## src/gbop_fifo.sv

```systemverilog
// ----------------------------------------------------------------------------
// gbop_fifo
// Small synchronous queue of flip-flops used between the planner stages.
// ----------------------------------------------------------------------------
`default_nettype none

module gbop_fifo #(
  parameter int unsigned WIDTH = 8,
  parameter int unsigned DEPTH = 2
) (
  input  wire logic             clk_i,
  input  wire logic             rst_ni,
  input  wire logic             push_i,
  output logic                  full_o,
  input  wire logic [WIDTH-1:0] wdata_i,
  input  wire logic             pop_i,
  output logic                  empty_o,
  output logic      [WIDTH-1:0] rdata_o
);

  localparam int unsigned PW = (DEPTH > 1) ? $clog2(DEPTH) : 1;
  localparam int unsigned CW = $clog2(DEPTH + 1);

  logic [WIDTH-1:0] mem_q [DEPTH];
  logic [PW-1:0]    wr_q, wr_d, rd_q, rd_d;
  logic [CW-1:0]    cnt_q, cnt_d;
  logic             do_push, do_pop;

  assign full_o  = (cnt_q == CW'(DEPTH));
  assign empty_o = (cnt_q == '0);
  assign rdata_o = mem_q[rd_q];
  assign do_push = push_i && !full_o;
  assign do_pop  = pop_i && !empty_o;

  always_comb begin
    wr_d  = wr_q;
    rd_d  = rd_q;
    cnt_d = cnt_q;
    if (do_push) begin
      wr_d = (wr_q == PW'(DEPTH - 1)) ? '0 : wr_q + PW'(1);
    end
    if (do_pop) begin
      rd_d = (rd_q == PW'(DEPTH - 1)) ? '0 : rd_q + PW'(1);
    end
    if (do_push && !do_pop) begin
      cnt_d = cnt_q + CW'(1);
    end else if (do_pop && !do_push) begin
      cnt_d = cnt_q - CW'(1);
    end
  end

  always_ff @(posedge clk_i or negedge rst_ni) begin
    if (!rst_ni) begin
      wr_q  <= '0;
      rd_q  <= '0;
      cnt_q <= '0;
    end else begin
      wr_q  <= wr_d;
      rd_q  <= rd_d;
      cnt_q <= cnt_d;
    end
  end

  always_ff @(posedge clk_i) begin
    if (do_push) begin
      mem_q[wr_q] <= wdata_i;
    end
  end

endmodule

`default_nettype wire

```

## config.mk

```make
export PLATFORM = sky130hd
export DESIGN_NAME = gbop_fifo
export DESIGN_NICKNAME = d
export VERILOG_FILES = /design/src/gbop_fifo.sv
export SDC_FILE = /design/constraint.sdc
export NUM_CORES = 1
export LEC_CHECK = 0
export BUFFER_PORTS_ARGS = -buffer_cell sky130_fd_sc_hd__buf_4
export CAP_MARGIN = 25
export CORE_UTILIZATION = 52
export CTS_CLUSTER_SIZE = 12
export DETAILED_ROUTE_END_ITERATION = 8
export PLACE_DENSITY = 0.8
export SYNTH_ARGS = -nofsm -noshare
export SYNTH_HDL_FRONTEND = slang
export SYNTH_SLANG_ARGS = --single-unit
```

## constraint.sdc

```tcl
create_clock -name clk_i -period 2.8 [get_ports clk_i]
set_input_delay 0.14 -clock clk_i [delete_from_list [all_inputs] [get_ports clk_i]]
set_output_delay 0.14 -clock clk_i [all_outputs]
set_load 0.02 [all_outputs]
```

==> flow_summary.yaml, run 1 <==
logic_synthesis:
  ys_types: 15
  synth-seq-area-share_pct: 74.2
  synth.ff_latch_count: 20
  netlist_area_um2: 782
  yosys_warnings: 0
  syn_inst: 44
  avgSynthCellArea_um2: 17.8
  syn-num-nets: 57
clock_tree:
  clkLatencyLatePin_ps: 300
  cts_buffer_depth: 2
  cts_tree: "yes"
  clkSinkCount: 20
  clockRootBuffer: "clkbuf_4"
  cts_hold_buf: 1
  ctsResizeCount: 0
  clkTransAtPathRegs_ps: 100
  h-tree-depth: 1
  cts_setup_buffers: 0
  cts_made_buffers: 3
die:
  die_h_um: 40.8
  coreArea_um2: 1350
  rows: 13
  ios: 22
  die_w_um: 40.8
  start_util_pct: 57.9
  die_area_um2: 1660
sta:
  fmax_mhz: 627
  hold_viol_final: 0
  tns_ps: 0
  layout_setup_ws_ps: 1200
  finalSetupViolCount: 0
  fin_skew_ps: 5.26
  fin_crit_sh_pct: 57.0
  rsz0062_at_grt: "no"
  slew_headroom_pct: 55.1
  worst_slew_pin_slew_ps: 671
  fin_crit_ps: 1600
  drv_slew: 0
place:
  placed_area_um2: 953
  pre_cts_ws_ps: 1240
  gp_congestion: 0.641
  post-dp-hpwl_um: 903
  io_buffers: 21
finish:
  final_nets: 83
  area_delta_synth_final_pct: 27.8
  finalCoreUtilization_pct: 74.1
  stdcell_area_um2: 1000
  fillerInstances: 90
  diodes: 0
  drive_gt1_share_pct: 42.0
global_routing:
  grt_first_pass_wirelength_um: 1900
  grt_max_degree: 12
  first_global_vias: 395
  antenna_found_initial: 0
  track_usage_pct: 20.2
  overflow: 0
setup_path:
  crit_path_end: "mem_q[0][1]$_DFFE_PP_"
  end_kind: "register"
  worstPathMaxFanout: 8
  critPathArrivalTime_ps: 1530
  path_class: "reg -> reg"
  r2r_slack_ps: 1200
  cp.required_ps: 2740
  cp-startpoint: "cnt_q[0]$_DFFE_PN0P_"
  r2r-end: "mem_q[0][1]$_DFFE_PP_"
  r2r_start: "cnt_q[0]$_DFFE_PN0P_"
  reg2reg_depth: 3
  cp-start-kind: "register"
pwr:
  pwr-share-seq_pct: 45.8
  ir_worst_vdd_mv: 0.704
  powerDensity_nw_per_um2: 1050
  netSwitchingFraction_pct: 34.1
  p_comb_share_pct: 38.8
  p_clk_share_pct: 15.4
  p_int_w: 0.000692
  leakagePower_nw: 0.417
  power.switching_w: 0.000358
drt:
  first_pass_iters: 3
  postRouteAntennaNets: 0
  drc: 0
  vias_per_cell: 5.10
  avgRoutedWirePerCell_um: 15.3
  route.vias.total: 428
  drtIter0Drc: 5
  routed_wl_um: 1290
job:
  cap_violations: 0
min_path:
  hold_class: "in -> reg"
outcome:
  status: "finished, final reports clean"
==> layer usage <==
layer / wire [um] / GRT usage (%) / share of wire [%]
met1: 516 / 21.6 / 40
met2: 705 / 32.8 / 55
met3: 51 / 8.15 / 4.0
met4: 13 / 12.5 / 1.0
met5: 0 / 0 / 0
==> stage by stage <==
step	hold slack, ps	power [W]	cells
2_1_floorplan	-156	0.000740	44
3_3_place_gp	-61.0	0.000875	79
3_5_place_dp	-59.7	0.000894	79
4_1_cts	12.5	0.00106	84
5_1_grt	1.03	0.00111	84
6_report	21.0	0.00105	84
==> worst min-delay path by stage <==
| stage | startpoint | endpoint | slack, ps | cells after the start |
|---|---|---|---|---|
| 2_1_floorplan | rst_ni | cnt_q[0]$_DFFE_PN0P_ | -160 | 0 |
| 3_3_place_gp | rst_ni | rd_q$_DFFE_PN0P_ | -60 | 1 |
| 3_5_place_dp | rst_ni | rd_q$_DFFE_PN0P_ | -60 | 1 |
| 4_1_cts | wdata_i[4] | mem_q[1][4]$_DFFE_PP_ | 10 | 1 |
| 5_1_grt | wdata_i[4] | mem_q[1][4]$_DFFE_PP_ | 1 | 1 |
| 6_report | wdata_i[4] | mem_q[1][4]$_DFFE_PP_ | 20 | 1 |
==> synthesized netlist by cell type (all sizes together) <==
cell type,number,area (um2)
edfxtp,16,480
mux2,8,90.1
o21ai,1,5.00
dfrtp,4,100
xor2,2,17.5
inv,2,7.51
nand2,1,6.26
xnor2,3,33.8
ha,1,12.5
and3,1,6.26
buf,1,5.00
nor2,3,11.3
nand2b,1,6.26
==> area by class of cell <==
| cell class | instances | area, um2 | share of cell area, % |
|---|---|---|---|
| tap | 15 | 18.8 | 1.88 |
| clock buffer | 4 | 36.3 | 3.63 |
| timing repair buffer | 22 | 168 | 16.8 |
| inverter | 2 | 7.51 | 0.751 |
| multi-input combinational | 21 | 189 | 18.9 |
| sequential | 20 | 581 | 58.1 |
==> power by group through the flow <==
stage          Clock [W]  Combinational (W)  Sequential, W
4_1_cts         0.000166           0.000412       0.000482
3_5_place_dp           0           0.000406       0.000488
2_1_floorplan          0           0.000287       0.000453
3_3_place_gp           0           0.000391       0.000484
5_1_grt         0.000177           0.000443       0.000490
6_report        0.000161           0.000408       0.000480
==> kinds of logic after synthesis <==
logic type | Yosys count | synth area share (%)
simple gates | 6 | 3.84
compound gates | 1 | 0.639
mux | 8 | 11.5
buf+inv | 3 | 1.60
flops | 20 | 74.2
xor+xnor | 5 | 6.56
fa+ha+maj | 1 | 1.60
==> flip-flops by register name, indices dropped and copies added (netlist names) <==
register	flops
wr_q	1
rd_q	1
mem_q	16
cnt_q	2
==> cell usage in the layout (no fill, tap or decap) <==
cell type	count
nand2b_1	1
xor2_1	2
xnor2_2	1
and3_1	1
clkbuf_4	3
clkbuf_8	1
dlygate4sd3_1	1
nor2_1	3
o21ai_1	1
inv_1	2
buf_4	21
nand2_2	1
mux2_2	2
xnor2_1	2
ha_1	1
edfxtp_1	16
mux2_1	6
dfrtp_1	4
==> worst max-delay path, cell delays in order (launching register included) <==
cell,delay [ps]
dfrtp_1,430
nand2b_1,180
nand2_2,100
nor2_1,520
Power figures use the tool's default switching activity.
==> inputs of run 2 (changes only) <==
CORE_UTILIZATION = 44   (was 52)
PLACE_DENSITY = 0.72   (was 0.8)
clock period = 1.37 ns   (was 2.8 ns; I/O delays follow)
==> run 2 against run 1 <==
- the run now ends with setup timing left
- power is 130% higher
- setup slack got worse by 1200 ps
- count of clock-buffer cells in the layout stayed put
- global-route usage decreased by 4.2 points
- worst hold slack better by 80 ps
- die area rose by 17%
- routed wire length grew 5.8%
- register-to-register slack lost 1200 ps
- critical path depth unchanged
- largest power group is now combinational cells
==> flow_summary.yaml, run 2 (synthesized netlist as in run 1, its figures left out) <==
outcome:
  status: "finished with violations"
  violations: "setup timing"
drt:
  drc: 0
  vias_per_cell: 4.87
  routed_wl_um: 1360
  postRouteAntennaNets: 0
  first_pass_iters: 5
  avgRoutedWirePerCell_um: 13.4
  drtIter0Drc: 5
  route.vias.total: 497
finish:
  reg_top3: "mem_q x16, cnt_q x2"
  drive_gt1_share_pct: 53.5
  diodes: 0
  final_cell_mix: "26 x buf_4, 16 x edfxtp_1, 9 x dlygate4sd3_1"
  top_register: "mem_q"
  final_common_cell: "buf_4"
  fillerInstances: 107
  area_delta_synth_final_pct: 52.5
  final_nets: 100
  largest_reg_flops: 16
  finalCoreUtilization_pct: 75.6
sta:
  layout_setup_ws_ps: -28.5
  fin_crit_ps: 1400
  hold_viol_final: 0
  finalSetupViolCount: 4
  tns_ps: -99.7
  worst_slew_pin_slew_ps: 154
  fin_crit_sh_pct: 102
  drv_slew: 0
  fin_skew_ps: 9.56
  slew_headroom_pct: 89.7
  rsz0062_at_grt: "yes"
  whs_ps: 101
  fmax_mhz: 715
setup_path:
  reg2reg_depth: 6
  critPathArrivalTime_ps: 1330
  crit_path_end: "rdata_o[4]"
  path_cells: "buf_2, mux2_1, buf_4"
  worstPathMaxFanout: 4
  path_class: "reg -> out"
  cp-start-kind: "register"
  r2r_slack_ps: 40
  slowest_delay_ps: 410
  critPathSlowestCell: "dfrtp_2"
  cp.required_ps: 1300
  r2r-end: "cnt_q[1]$_DFFE_PN0P_"
  r2r_start: "cnt_q[0]$_DFFE_PN0P_"
  cp-startpoint: "rd_q$_DFFE_PN0P_"
  end_kind: "primary output"
global_routing:
  gr-max-usage-layer: "met2"
  grtUsageMet3_pct: 2.45
  antenna_found_initial: 0
  overflow: 0
  met2_usage_pct: 29.4
  grt_first_pass_wirelength_um: 2160
  track_usage_pct: 16.0
  grt_max_degree: 12
  gr-usage-met1_pct: 18.0
  first_global_vias: 486
job:
  cap_violations: 0
clock_tree:
  clkSinkCount: 20
  cts_made_buffers: 3
  h-tree-depth: 1
  clockRootBuffer: "clkbuf_4"
  cts_tree: "yes"
  cts_buffer_depth: 2
  clkTransAtPathRegs_ps: 110
  clkLatencyLatePin_ps: 290
place:
  io_buffers: 21
  gp_congestion: 0.656
  post-dp-hpwl_um: 863
die:
  die_area_um2: 1950
  rows: 14
  start_util_pct: 49.6
  coreArea_um2: 1580
  die_h_um: 44.2
  ios: 22
  die_w_um: 44.2
pwr:
  power_w: 0.00243
  ir_worst_vdd_mv: 1.43
  powerDensity_nw_per_um2: 2040
  leakagePower_nw: 0.513
min_path:
  hold_class: "in -> async"
==> run 2: worst max-delay path: cells and delay by family (launching register included) <==
kind	cells	cell delay [ps]
flip-flops	1	410
buffers and inverters	2	320
multiplexers	1	310
==> run 2: layout make-up <==
type	instances	area, um2	share of cell area, %
clock buffers	4	36.3	3.04
inverters	2	7.51	0.630
multi-input cells	21	213	17.8
flip-flops and latches	20	583	48.9
well taps	16	20.0	1.68
repair buffers	39	333	27.9
==> run 2: power breakdown <==
part	leakage, nW	total, W	switching (W)	internal (W)
sequential	0.193	0.000944	0.0000892	0.000855
clock	0.0210	0.000322	0.000160	0.000162
combinational	0.298	0.00116	0.000538	0.000626
total	0.513	0.00243	0.000787	0.00164
==> run 2: through the flow <==
stage,setup slack [ps],instances,instance area [um2]
2_1_floorplan,-5.99,44,785
3_3_place_gp,62.3,86,1010
3_5_place_dp,-5.79,86,1010
4_1_cts,-40.7,100,1160
5_1_grt,-74.2,102,1190
6_report,-28.5,102,1190
==> run 2: timing repair <==
action,4_1_cts,5_1_grt
hold endpoints to repair,20,0
gates resized for setup,2,7
setup endpoints to repair,9,9
pin swaps,1,2
setup buffers,1,2
hold buffers,9,0
==> run 2: worst min path at each step <==
stage	startpoint	end	cells after the start
4_1_cts	rst_ni	cnt_q[0]$_DFFE_PN0P_	2
2_1_floorplan	rst_ni	cnt_q[0]$_DFFE_PN0P_	0
5_1_grt	rst_ni	cnt_q[0]$_DFFE_PN0P_	2
3_3_place_gp	rst_ni	cnt_q[1]$_DFFE_PN0P_	1
3_5_place_dp	rst_ni	cnt_q[0]$_DFFE_PN0P_	1
6_report	rst_ni	cnt_q[0]$_DFFE_PN0P_	2
==> run 2: routing by layer <==
layer	part of all wire (%)	vias to the layer above
li1	-	243
met1	40	242
met2	57	10
met3	2.6	2
met4	0.95	0
met5	0	-
