**src/gbop_pkg.sv**
```systemverilog
// ----------------------------------------------------------------------------
// gbop_pkg
// Types and constants shared by the buffer offset planner modules.
// ----------------------------------------------------------------------------
`default_nettype none

package gbop_pkg;

  localparam int unsigned SIZE_W  = 32;
  localparam int unsigned STEP_W  = 10;
  localparam int unsigned OFF_W   = 39;
  localparam int unsigned WIDE_W  = 40;
  localparam int unsigned ASIZE_W = 33;
  localparam int unsigned INDEX_W = 6;

  typedef struct packed {
    logic [SIZE_W-1:0] size_bytes;
    logic [STEP_W-1:0] birth_step;
    logic [STEP_W-1:0] death_step;
    logic              view_flag;
    logic              last_item;
  } in_t;

  typedef struct packed {
    logic [INDEX_W-1:0] buffer_index;
    logic [OFF_W-1:0]   byte_offset;
    logic               placed;
    logic [OFF_W-1:0]   peak_bytes;
    logic               fits;
    logic               dropped;
    logic               last_result;
  } out_t;

  // Descriptor after the front end has worked out its aligned size.
  typedef struct packed {
    in_t                item;
    logic [ASIZE_W-1:0] asize;
  } work_t;

  // One entry of the buffer store, without its load-order index.
  typedef struct packed {
    logic [SIZE_W-1:0]  size;
    logic [STEP_W-1:0]  birth;
    logic [STEP_W-1:0]  death;
    logic               view;
    logic [ASIZE_W-1:0] asize;
  } entry_t;

  typedef enum logic [2:0] {
    FR_IDLE,
    FR_MUL,
    FR_SUB,
    FR_FIX,
    FR_PUSH
  } front_state_e;

  typedef enum logic [3:0] {
    EN_LOAD,
    EN_S_I,
    EN_S_IRD,
    EN_S_J,
    EN_S_JRD,
    EN_P_I,
    EN_P_IRD,
    EN_P_J,
    EN_P_JRD,
    EN_O_K,
    EN_O_KRD
  } eng_state_e;

endpackage

`default_nettype wire

```
**src/gbop_front.sv**
```systemverilog
// ----------------------------------------------------------------------------
// gbop_front
// Accepts descriptors and works out each size rounded up to the alignment.
// ----------------------------------------------------------------------------
`default_nettype none

module gbop_front #(
  parameter int unsigned ALIGN_BYTES = 16
) (
  input  wire logic            clk_i,
  input  wire logic            rst_ni,
  input  wire logic            push_i,
  output logic                 full_o,
  input  wire gbop_pkg::in_t   item_i,
  input  wire logic            wk_full_i,
  output logic                 wk_push_o,
  output gbop_pkg::work_t      wk_data_o
);

  localparam int unsigned LB      = $clog2(ALIGN_BYTES);
  localparam int unsigned SHIFT   = 31 + LB;
  // The raw remainder stays below three times the alignment.
  localparam int unsigned RW      = LB + 2;
  // Scaled reciprocal of the alignment; it always fits in 32 bits.
  localparam logic [63:0] RECIP   = (64'd1 << SHIFT) / 64'(ALIGN_BYTES);
  localparam logic [31:0] RECIP32 = RECIP[31:0];

  gbop_pkg::front_state_e       state_q, state_d;
  gbop_pkg::in_t                item_q;
  logic [63:0]                  prod_q, prod_d;
  logic [RW-1:0]                rem_q, rem_d;
  logic [RW-1:0]                rem_once;
  logic [31:0]                  quot, quot_a;
  logic                         load;

  assign quot     = 32'(prod_q >> SHIFT);
  assign quot_a   = quot * 32'(ALIGN_BYTES);
  assign rem_once = (rem_q >= RW'(ALIGN_BYTES)) ? rem_q - RW'(ALIGN_BYTES) : rem_q;

  assign wk_data_o.item  = item_q;
  assign wk_data_o.asize = (rem_q == '0)
      ? {1'b0, item_q.size_bytes}
      : {1'b0, item_q.size_bytes} + gbop_pkg::ASIZE_W'(ALIGN_BYTES)
        - gbop_pkg::ASIZE_W'(rem_q);

  always_comb begin
    state_d   = state_q;
    prod_d    = prod_q;
    rem_d     = rem_q;
    full_o    = 1'b1;
    wk_push_o = 1'b0;
    load      = 1'b0;
    unique case (state_q)
      gbop_pkg::FR_IDLE: begin
        full_o = 1'b0;
        if (push_i) begin
          load    = 1'b1;
          state_d = gbop_pkg::FR_MUL;
        end
      end
      gbop_pkg::FR_MUL: begin
        prod_d  = {32'd0, item_q.size_bytes} * {32'd0, RECIP32};
        state_d = gbop_pkg::FR_SUB;
      end
      gbop_pkg::FR_SUB: begin
        // The quotient estimate is low by at most two.
        rem_d   = RW'(item_q.size_bytes - quot_a);
        state_d = gbop_pkg::FR_FIX;
      end
      gbop_pkg::FR_FIX: begin
        rem_d   = (rem_once >= RW'(ALIGN_BYTES)) ? rem_once - RW'(ALIGN_BYTES) : rem_once;
        state_d = gbop_pkg::FR_PUSH;
      end
      gbop_pkg::FR_PUSH: begin
        if (!wk_full_i) begin
          wk_push_o = 1'b1;
          state_d   = gbop_pkg::FR_IDLE;
        end
      end
      default: state_d = gbop_pkg::FR_IDLE;
    endcase
  end

  always_ff @(posedge clk_i or negedge rst_ni) begin
    if (!rst_ni) begin
      state_q <= gbop_pkg::FR_IDLE;
    end else begin
      state_q <= state_d;
    end
  end

  always_ff @(posedge clk_i) begin
    prod_q <= prod_d;
    rem_q  <= rem_d;
    if (load) begin
      item_q <= item_i;
    end
  end

endmodule

`default_nettype wire

```
**config.mk**
```make
export PLATFORM = sky130hd
export DESIGN_NAME = gbop_front
export DESIGN_NICKNAME = d
export VERILOG_FILES = /design/src/gbop_pkg.sv /design/src/gbop_front.sv
export SDC_FILE = /design/constraint.sdc
export NUM_CORES = 1
export LEC_CHECK = 0
export ABC_AREA = 1
export BUFFER_PORTS_ARGS = -buffer_cell sky130_fd_sc_hd__buf_2
export CAP_MARGIN = 5
export CORE_MARGIN = 2
export CORE_UTILIZATION = 25
export CTS_BUF_LIST = sky130_fd_sc_hd__clkbuf_16
export CTS_CLUSTER_SIZE = 20
export DETAILED_ROUTE_END_ITERATION = 10
export PLACE_DENSITY = 0.54
export SLEW_MARGIN = 20
export SYNTH_ARGS = -nofsm -noshare
export SYNTH_HDL_FRONTEND = slang
export SYNTH_SLANG_ARGS = --single-unit
export TNS_END_PERCENT = 20
```
**constraint.sdc**
```tcl
create_clock -name clk_i -period 9.73 [get_ports clk_i]
set_input_delay 1.946 -clock clk_i [delete_from_list [all_inputs] [get_ports clk_i]]
set_output_delay 1.946 -clock clk_i [all_outputs]
set_load 0.01 [all_outputs]
```
==> flow_summary.json, run 1 <==
{
  "postSynthCellCount": 715,
  "ys_ff_latch": 65,
  "wl_met2_um": 6570,
  "routedWlPerCell_um": 12.7,
  "grt_pass1_wl_um": 23300,
  "fp.dieH_um": 146,
  "ctsHoldBuffers": 0,
  "gp_congestion": 0.850,
  "worst_pin_slew_ns": 0.602,
  "max_slew_margin_pct": 59.8,
  "start_kind": "flip-flop",
  "yosys.area_share.simple_pct": 32.8,
  "portBuffers": 146,
  "leakage_nw": 3.50,
  "die_w_um": 146,
  "setup_viol": 0,
  "drive_gt1_share_pct": 21.8,
  "synthAdderAreaFrac_pct": 9.82,
  "yosysWarnings": 0,
  "post-dp-hpwl_um": 11900,
  "min_path_type": "flip-flop to flip-flop",
  "syn-mean-instance-area_um2": 7.06,
  "r2r_slack_ns": 7.76,
  "rows": 51,
  "ios": 147,
  "rsz0062_at_grt": "no",
  "drt_iter0_drc": 294,
  "clock.fmax_mhz": 206,
  "period_share_pct": 49.8,
  "first_pass_iters": 4,
  "ys.flop_type": "edfxtp_1",
  "postCtsSetupBuffers": 0,
  "clk_latency_ns": 0.34,
  "ant_nets": 0,
  "cp-end-kind": "primary output",
  "power_density_nw_per_um2": 293,
  "die_area_um2": 21300,
  "pre_cts_slack_ns": 5.24,
  "cts_resized": 0,
  "grt_overflow": 0,
  "synth_compound_area_share_pct": 6.10,
  "syn-cell-area_um2": 5050,
  "ys_async_sr_fraction_pct": 4.62,
  "hold-worst-slack_ns": 0.475,
  "synth_fp_nets": 812,
  "grt_max_degree": 49,
  "cts_buffers": 9,
  "initial_utilization_pct": 25.7,
  "final_nets": 965,
  "run_status": "finished clean",
  "grt_pass1_vias": 4602,
  "cts_sinks": 65,
  "grt_usage_pct": 13.9,
  "finClkSkew_ns": 0.00837,
  "cts_tree": "done",
  "finalCriticalPeriod_ns": 4.85,
  "core_area_um2": 19700,
  "synth.area.mux_share_pct": 0,
  "wl_met1_um": 6890,
  "synth_top_family_by_area": "simple AND/OR/NAND/NOR gates",
  "finalWorstSetupSlack_ns": 4.88,
  "h-tree-depth": 3,
  "arrival_ns": 2.90,
  "synth_xor_area_share_pct": 0.694,
  "ys_types": 31,
  "drc": 0,
  "totalWireLength_um": 14400,
  "cts_buffer_depth": 2,
  "crit_fanout": 5,
  "wl_met3_um": 768,
  "top_layer_used": "met4",
  "antenna_cells": 0,
  "cts_root_buffer": "clkbuf_16",
  "num_vias": 4708,
  "ir_drop_uv": 118,
  "final-max-slew-violation-count": 0,
  "crit_type": "flip-flop to primary output",
  "antenna_found_initial": 0,
  "cp.required_ns": 7.78,
  "synth_edf_count": 62,
  "viasPerCell": 4.14,
  "setup_tns_ns": 0,
  "max-cap-violations": 0,
  "hold_viol": 0,
  "area_growth_pct": 27.0,
  "seq_area_frac_synth_pct": 38.4,
  "fillers": 2205,
  "clkTransAtPathRegs_ns": 0.06
}
[flip-flops by register name, indices dropped and copies added, names as in the netlist]
register,flops
wk_data_o,54
state_q,3
prod_q,2
rem_q,6
[logic make-up (layout without fill, tap and decap cells)]
logic type      count (synthesis)  in the layout
flops                          65             65
fa+ha+maj                      39             39
compound gates                 57             57
simple gates                  389            389
buf+inv                       161            319
xor+xnor                        4              4
[power by group]
part,switching (mW),internal [mW]
Clock,0.119,0.221
Combinational,0.699,0.391
Sequential,0.0458,0.402
[worst max-delay path, stage by stage (launching register included)]
cell	delay [ns]
edfxtp_1	0.40
ha_1	0.32
ha_1	0.25
fa_1	0.45
nand3_1	0.11
nand3_1	0.19
nand3_1	0.15
nand3_2	0.13
nand2_1	0.15
nand2_1	0.07
nand2_1	0.06
nand3_1	0.06
nand2_1	0.08
buf_2	0.12
[cell usage after synthesis, drive strengths merged, types with 4 or more instances]
library cell | number | area, um^2
a21oi | 25 | 133
edfxtp | 62 | 1860
ha | 38 | 475
inv | 155 | 582
nand2 | 254 | 976
nand3 | 57 | 315
nor2 | 58 | 228
nor3 | 5 | 41.3
o21ai | 25 | 125
o21bai | 4 | 30.0
or2 | 9 | 56.3
[path summary, 6_finish.rpt]
kind                          startpoint       endpoint  depth (start not counted)
min in group asynchronous         rst_ni     state_q[2]                          1
setup reg to reg              state_q[2]  wk_data_o[83]                          4
hold / removal             wk_data_o[59]     prod_q[35]                          0
max in group asynchronous         rst_ni     state_q[1]                          1
hold reg to reg            wk_data_o[59]     prod_q[35]                          0
setup / recovery           wk_data_o[56]  wk_data_o[29]                         13
[cell type report]
type	instances	area [um^2]	share of cell area, %
Multi-Input combinational cell	489	2500	39.0
Sequential cell	65	1940	30.2
Timing Repair Buffer	148	746	11.6
Inverter	155	582	9.08
Tap cell	265	332	5.17
Clock buffer	9	225	3.51
Clock inverter	7	85.1	1.33
[per-layer routing]
| metal | global-route usage (%) | up-vias |
|---|---|---|
| li1 | - | 2552 |
| met1 | 18.7 | 2050 |
| met2 | 22.2 | 92 |
| met3 | 3.03 | 14 |
| met4 | 4.32 | 0 |
| met5 | 0 | - |
[stage by stage]
step                util (%)  power, mW  std cells  cell area [um^2]
floorplan                  -       1.18        715              5050
global placement        31.0       1.55       1122              6100
detailed placement      31.0       1.56       1122              6100
CTS                     32.6       1.91       1138              6410
global route            32.6       2.08       1138              6410
finish                  32.6       1.88       1138              6410
[layout by cell type, fill, tap and decap left out, drive strengths merged, types with 3 or more instances in the layout]
cell type and instances:
clkbuf 9, nor2 58, edfxtp 62, nor3 5
inv 155, or2 9, nand4 3, a21oi 25
nand2 254, o21ai 25, o21bai 4, clkinv 4
dfrtp 3, nand3 57, xnor2 3, ha 38
buf 148
Note: power is estimated with default switching activity, not from simulation.
==> run 2: changes to the inputs <==
- clock period: 9.73 -> 4.5 ns (I/O delays scaled with it)
==> run 2 against run 1 <==
  * Power is 110% higher
  * Cell area is 0.33% lower
  * Critical path depth stayed put
  * Sequential share of layout area is 0.10 points higher
  * Combinational power is 120% higher
  * Die area stayed put
  * Utilization is 0.11 points lower
  * Register-to-register slack worse by 5.3 ns
  * Via count is 2.0% higher
  * Routed wire length is 2.0% higher
==> flow_summary.json, run 2 (synthesis results as in run 1) <==
{
  "initial_utilization_pct": 25.7,
  "power_mw": 4.03,
  "setup_viol": 0,
  "clock.fmax_mhz": 265,
  "drc": 0,
  "grt_overflow": 0,
  "max-cap-violations": 0,
  "grt_usage_pct": 14.2,
  "die_area_um2": 21300,
  "setup_tns_ns": 0,
  "power_density_nw_per_um2": 631,
  "ctsHoldBuffers": 0,
  "final_nets": 965,
  "core_area_um2": 19700,
  "num_vias": 4801,
  "worst_pin_slew_ns": 0.822,
  "pwr-share-clk_pct": 17.1,
  "max_slew_margin_pct": 45.0,
  "final_cell_mix": "nand2_1, inv_1, buf_2, edfxtp_1, nor2_1",
  "rows": 51,
  "final_util_pct": 32.5,
  "cp.required_ns": 3.60,
  "cts_buffer_depth": 2,
  "min_path_type": "input port to async pin",
  "netSwitchingPower_mw": 1.89,
  "finalCriticalPeriod_ns": 3.77,
  "ios": 147,
  "finClkSkew_ns": 0.00691,
  "pwr-share-seq_pct": 24.0,
  "crit_type": "flip-flop to primary output",
  "placed_area_um2": 6100,
  "p_sw_share_pct": 47.0,
  "first_pass_iters": 4,
  "postCtsSetupBuffers": 0,
  "antenna_found_initial": 0,
  "run_status": "finished clean",
  "routedWlPerCell_um": 12.9,
  "drt_iter0_drc": 292,
  "final_common_cell": "nand2_1",
  "r2r_slack_ns": 2.50,
  "gp_congestion": 0.871,
  "cts_root_buffer": "clkbuf_16",
  "ant_nets": 0,
  "h-tree-depth": 3,
  "cp-end-kind": "primary output",
  "arrival_ns": 2.87,
  "largest_reg_flops": 54,
  "ir_drop_uv": 208,
  "grt_pass1_vias": 4670,
  "viasPerCell": 4.22,
  "grt_pass1_wl_um": 24100,
  "hold_viol": 0,
  "rsz0062_at_grt": "no",
  "totalWireLength_um": 14700,
  "drive_gt1_share_pct": 21.9,
  "die_w_um": 146,
  "cts_tree": "done",
  "period_share_pct": 83.9,
  "area_growth_pct": 26.6,
  "cts_resized": 0,
  "crit_fanout": 5,
  "clk_latency_ns": 0.33,
  "grt_max_degree": 41,
  "post-dp-hpwl_um": 12100,
  "p_comb_share_pct": 58.9,
  "stdcell_area_um2": 6390,
  "clkTransAtPathRegs_ns": 0.06,
  "final-max-slew-violation-count": 0,
  "fp.dieH_um": 146,
  "antenna_cells": 0,
  "portBuffers": 146,
  "internal_power_mw": 2.14,
  "leakage_nw": 3.49,
  "cts_buffers": 9,
  "cts_sinks": 65,
  "start_kind": "flip-flop"
}
-- run 2: changes by cell type in the layout (fill, tap and decap cells not counted), sizes merged --
cell	before	now
inv	155	156
clkinv	4	3
clkinvlp	1	2
bufinv	2	1
-- run 2: per-layer routing --
layer	global-route usage, %	up-vias	routed length (um)
met5	0	-	0
met4	3.79	0	144
met3	3.03	7	693
met2	23.1	87	6700
met1	19.2	2153	7190
li1	-	2554	-
-- run 2: power by group through the flow --
| stage | Sequential (mW) | Clock, mW | Combinational, mW |
|---|---|---|---|
| 6_report | 0.967 | 0.687 | 2.38 |
| 5_1_grt | 0.992 | 0.735 | 2.73 |
| 4_1_cts | 0.971 | 0.713 | 2.40 |
| 3_5_place_dp | 0.982 | 0 | 2.39 |
| 3_3_place_gp | 0.977 | 0 | 2.38 |
| 2_1_floorplan | 1.01 | 0 | 1.53 |
-- run 2: area by class of cell --
cell class / instances / area (um^2)
Clock buffer: 9 / 225
Clock inverter: 7 / 63.8
Fill cell: 2200 / 13300
Inverter: 155 / 582
Multi-Input combinational cell: 489 / 2500
Sequential cell: 65 / 1940
Tap cell: 265 / 332
Timing Repair Buffer: 148 / 746
-- run 2: final timing paths --
| path | start | end | depth (start not counted) |
|---|---|---|---|
| min in group clk_i | wk_data_o[59] | prod_q[35] | 0 |
| hold / removal | rst_ni | state_q[2] | 1 |
| setup reg to reg | state_q[2] | wk_data_o[85] | 4 |
| hold reg to reg | wk_data_o[59] | prod_q[35] | 0 |
| max in group asynchronous | rst_ni | state_q[1] | 1 |
| setup / recovery | wk_data_o[56] | wk_data_o[29] | 13 |
-- run 2: critical path, cell delays in order, from the launching register on --
cell,delay (ns)
edfxtp_1,0.41
ha_1,0.31
ha_1,0.25
fa_1,0.45
nand3_1,0.11
nand3_1,0.19
nand3_1,0.15
nand3_2,0.13
nand2_1,0.14
nand2_1,0.07
nand2_1,0.06
nand3_1,0.06
nand2_1,0.08
buf_2,0.12
-- run 2: metrics by stage --
stage / worst slack [ns] / std cells / hold WS (ns)
floorplan: 0.848 / 715 / 0.520
global placement: 1.13 / 1122 / 0.452
detailed placement: 1.07 / 1122 / 0.488
CTS: 0.688 / 1138 / 0.326
global route: 0.480 / 1138 / 0.335
finish: 0.726 / 1138 / 0.347
==> run 3: changes to the inputs <==
- ABC_AREA: 1 -> 0
- PLACE_DENSITY: 0.54 -> 0.57
- clock period: 4.5 -> 3.3 ns (I/O delays scaled with it)
==> run 3 against run 2 <==
  * The flow now finishes with violations (negative setup slack)
  * Largest power group unchanged
  * Combinational power is 49% higher
  * Global-route usage is 0.41 points lower
  * Die area shrank 16%
==> flow_summary.json, run 3 <==
{
  "ctsHoldBuffers": 0,
  "max-cap-violations": 0,
  "grt_pass1_wl_um": 19300,
  "seq_area_frac_synth_pct": 45.7,
  "post-dp-hpwl_um": 9360,
  "drc": 0,
  "period_share_pct": 114,
  "violations": "negative setup slack",
  "cts_root_buffer": "clkbuf_16",
  "setup_viol": 25,
  "cts_buffers": 9,
  "portBuffers": 146,
  "max_slew_margin_pct": 61.1,
  "routedWlPerCell_um": 14.1,
  "run_status": "finished with violations",
  "finalCriticalPeriod_ns": 3.75,
  "synth_largest_area_cell": "edfxtp_1",
  "r2r_slack_ns": 1.22,
  "worst_pin_slew_ns": 0.582,
  "power_mw": 5.83,
  "ys_ff_latch": 65,
  "min_path_type": "input port to async pin",
  "clock.fmax_mhz": 266,
  "synthTopCellsByArea": "edfxtp_1, ha_1, a21oi_1",
  "synth_edf_count": 62,
  "critical_path.cell_chain": "inv_2 > ha_1 > inv_1 > ha_4 > fa_2 > a21o_1 > and4_4 > o211ai_1 > nand3_2 > a21oi_4 > nor2_1 > o31a_1 > o21ai_2 > buf_2",
  "gp_congestion": 0.862,
  "crit_type": "flip-flop to primary output",
  "largest_reg_flops": 54,
  "syn-mean-instance-area_um2": 9.74,
  "cp.required_ns": 2.64,
  "antenna_found_initial": 2,
  "first_pass_iters": 4,
  "clkTransAtPathRegs_ns": 0.06,
  "ys.flop_type": "edfxtp_1",
  "ys_types": 50,
  "die_w_um": 134,
  "drive_gt1_share_pct": 39.5,
  "syn-cell-area_um2": 4240,
  "finalNonFillerCells": 862,
  "num_vias": 3814,
  "ir_drop_uv": 369,
  "synth_fp_nets": 532,
  "final_nets": 733,
  "yosysWarnings": 0,
  "synth_top_area_share_pct": 44.0,
  "place_inst": 839,
  "hold_viol": 0,
  "cpMaxStageDelayCell": "edfxtp_1",
  "ios": 147,
  "final_common_cell": "buf_2",
  "initial_utilization_pct": 25.5,
  "cts_buffer_depth": 2,
  "worst-path-buf-inv": 3,
  "final-max-slew-violation-count": 0,
  "cp-end-kind": "primary output",
  "crit_fanout": 4,
  "clk_latency_ns": 0.33,
  "arrival_ns": 3.09,
  "drt_iter0_drc": 138,
  "ant_nets": 0,
  "finalWorstSetupSlack_ns": -0.454,
  "grt_max_degree": 31,
  "core_area_um2": 16600,
  "rsz0062_at_grt": "yes",
  "power_density_nw_per_um2": 961,
  "leakage_nw": 2.76,
  "cts_tree": "done",
  "setup_tns_ns": -5.89,
  "crit_family": "compound AO/OA/AOI/OAI gates",
  "grt_overflow": 0,
  "rows": 47,
  "final_util_pct": 36.6,
  "grt_pass1_vias": 3888,
  "yosys.cell_count.top_type": "edfxtp_1",
  "viasPerCell": 4.42,
  "final_cell_mix": "buf_2, edfxtp_1, a21oi_1, buf_4, inv_1",
  "grt_usage_pct": 13.8,
  "area_growth_pct": 43.1,
  "hold-worst-slack_ns": 0.106,
  "postSynthCellCount": 435,
  "critPathMaxStageDelay_ns": 0.40,
  "totalWireLength_um": 12100,
  "synth_commonest_cells": "edfxtp_1, a21oi_1, inv_1",
  "die_area_um2": 18000,
  "start_kind": "flip-flop",
  "finClkSkew_ns": 0.00556,
  "fp.dieH_um": 134,
  "ys_async_sr_fraction_pct": 4.62,
  "cts_sinks": 65,
  "h-tree-depth": 3
}
## run 3: cells by family (layout without fill, tap and decap cells)
group                    after synthesis  count (layout)  share of synthesized area [%]
AO/OA/AOI/OAI                        128             128                           18.2
XOR/XNOR                              29              29                           6.00
adder cells (fa/ha/maj)               39              39                           11.7
buffers and inverters                 58             264                           5.26
flip-flops                            65              65                           45.7
multiplexers                           2               2                          0.473
other                                  0               1                              0
AND/OR/NAND/NOR                      114             114                           12.7
## run 3: worst reg2reg max path: cells and delay by family (launching register included)
kind	cells	cell delay, ns
buffers and inverters	1	0.45
DFF	1	0.43
and+or+nand+nor	2	0.83
## run 3: per-layer routing
metal,GRT usage (%),part of all wire (%),up-vias,wire length [um]
met5,0,0.091,-,11
li1,-,-,1961,-
met3,3.44,5.4,18,653
met4,6.43,2.1,2,249
met2,21.9,45,98,5510
met1,17.7,47,1735,5710
## run 3: final cells by class
class / count / area [um^2]
clock inverter: 7 / 63.8
clock buffer: 9 / 225
antenna: 1 / 2.50
sequential: 65 / 1940
tap: 220 / 275
fill: 1722 / 10500
multi-input combinational: 312 / 2220
inverter: 45 / 169
timing repair buffer: 203 / 1170
## run 3: timing repair
item	CTS	global route
pin swaps	22	6
gates resized for setup	26	7
endpoints found under the hold margin	0	0
setup buffers	6	0
setup endpoints to repair	26	26
## run 3: worst paths after layout
kind	to	from	depth (start not counted)
max	wk_data_o[27]	wk_data_o[55]	14
min	state_q[2]	rst_ni	1
max reg2reg	wk_data_o[80]	state_q[2]	3
min reg2reg	state_q[0]	state_q[2]	1
max in group asynchronous	state_q[1]	rst_ni	1
min in group clk_i	wk_data_o[40]	item_i[7]	1
## run 3: where the power goes
| group | internal [mW] | leakage [nW] | switching, mW |
|---|---|---|---|
| sequential | 1.19 | 0.613 | 0.144 |
| combinational | 1.64 | 2.00 | 1.91 |
| clock | 0.578 | 0.144 | 0.372 |
## run 3: per-stage QoR
stage / worst slack, ns / area [um^2]
after CTS: -0.569 / 6050
after floorplan: -0.259 / 4240
after global placement: -0.427 / 5580
after global routing: -0.638 / 6060
after detailed placement: -0.476 / 5580
final: -0.454 / 6060
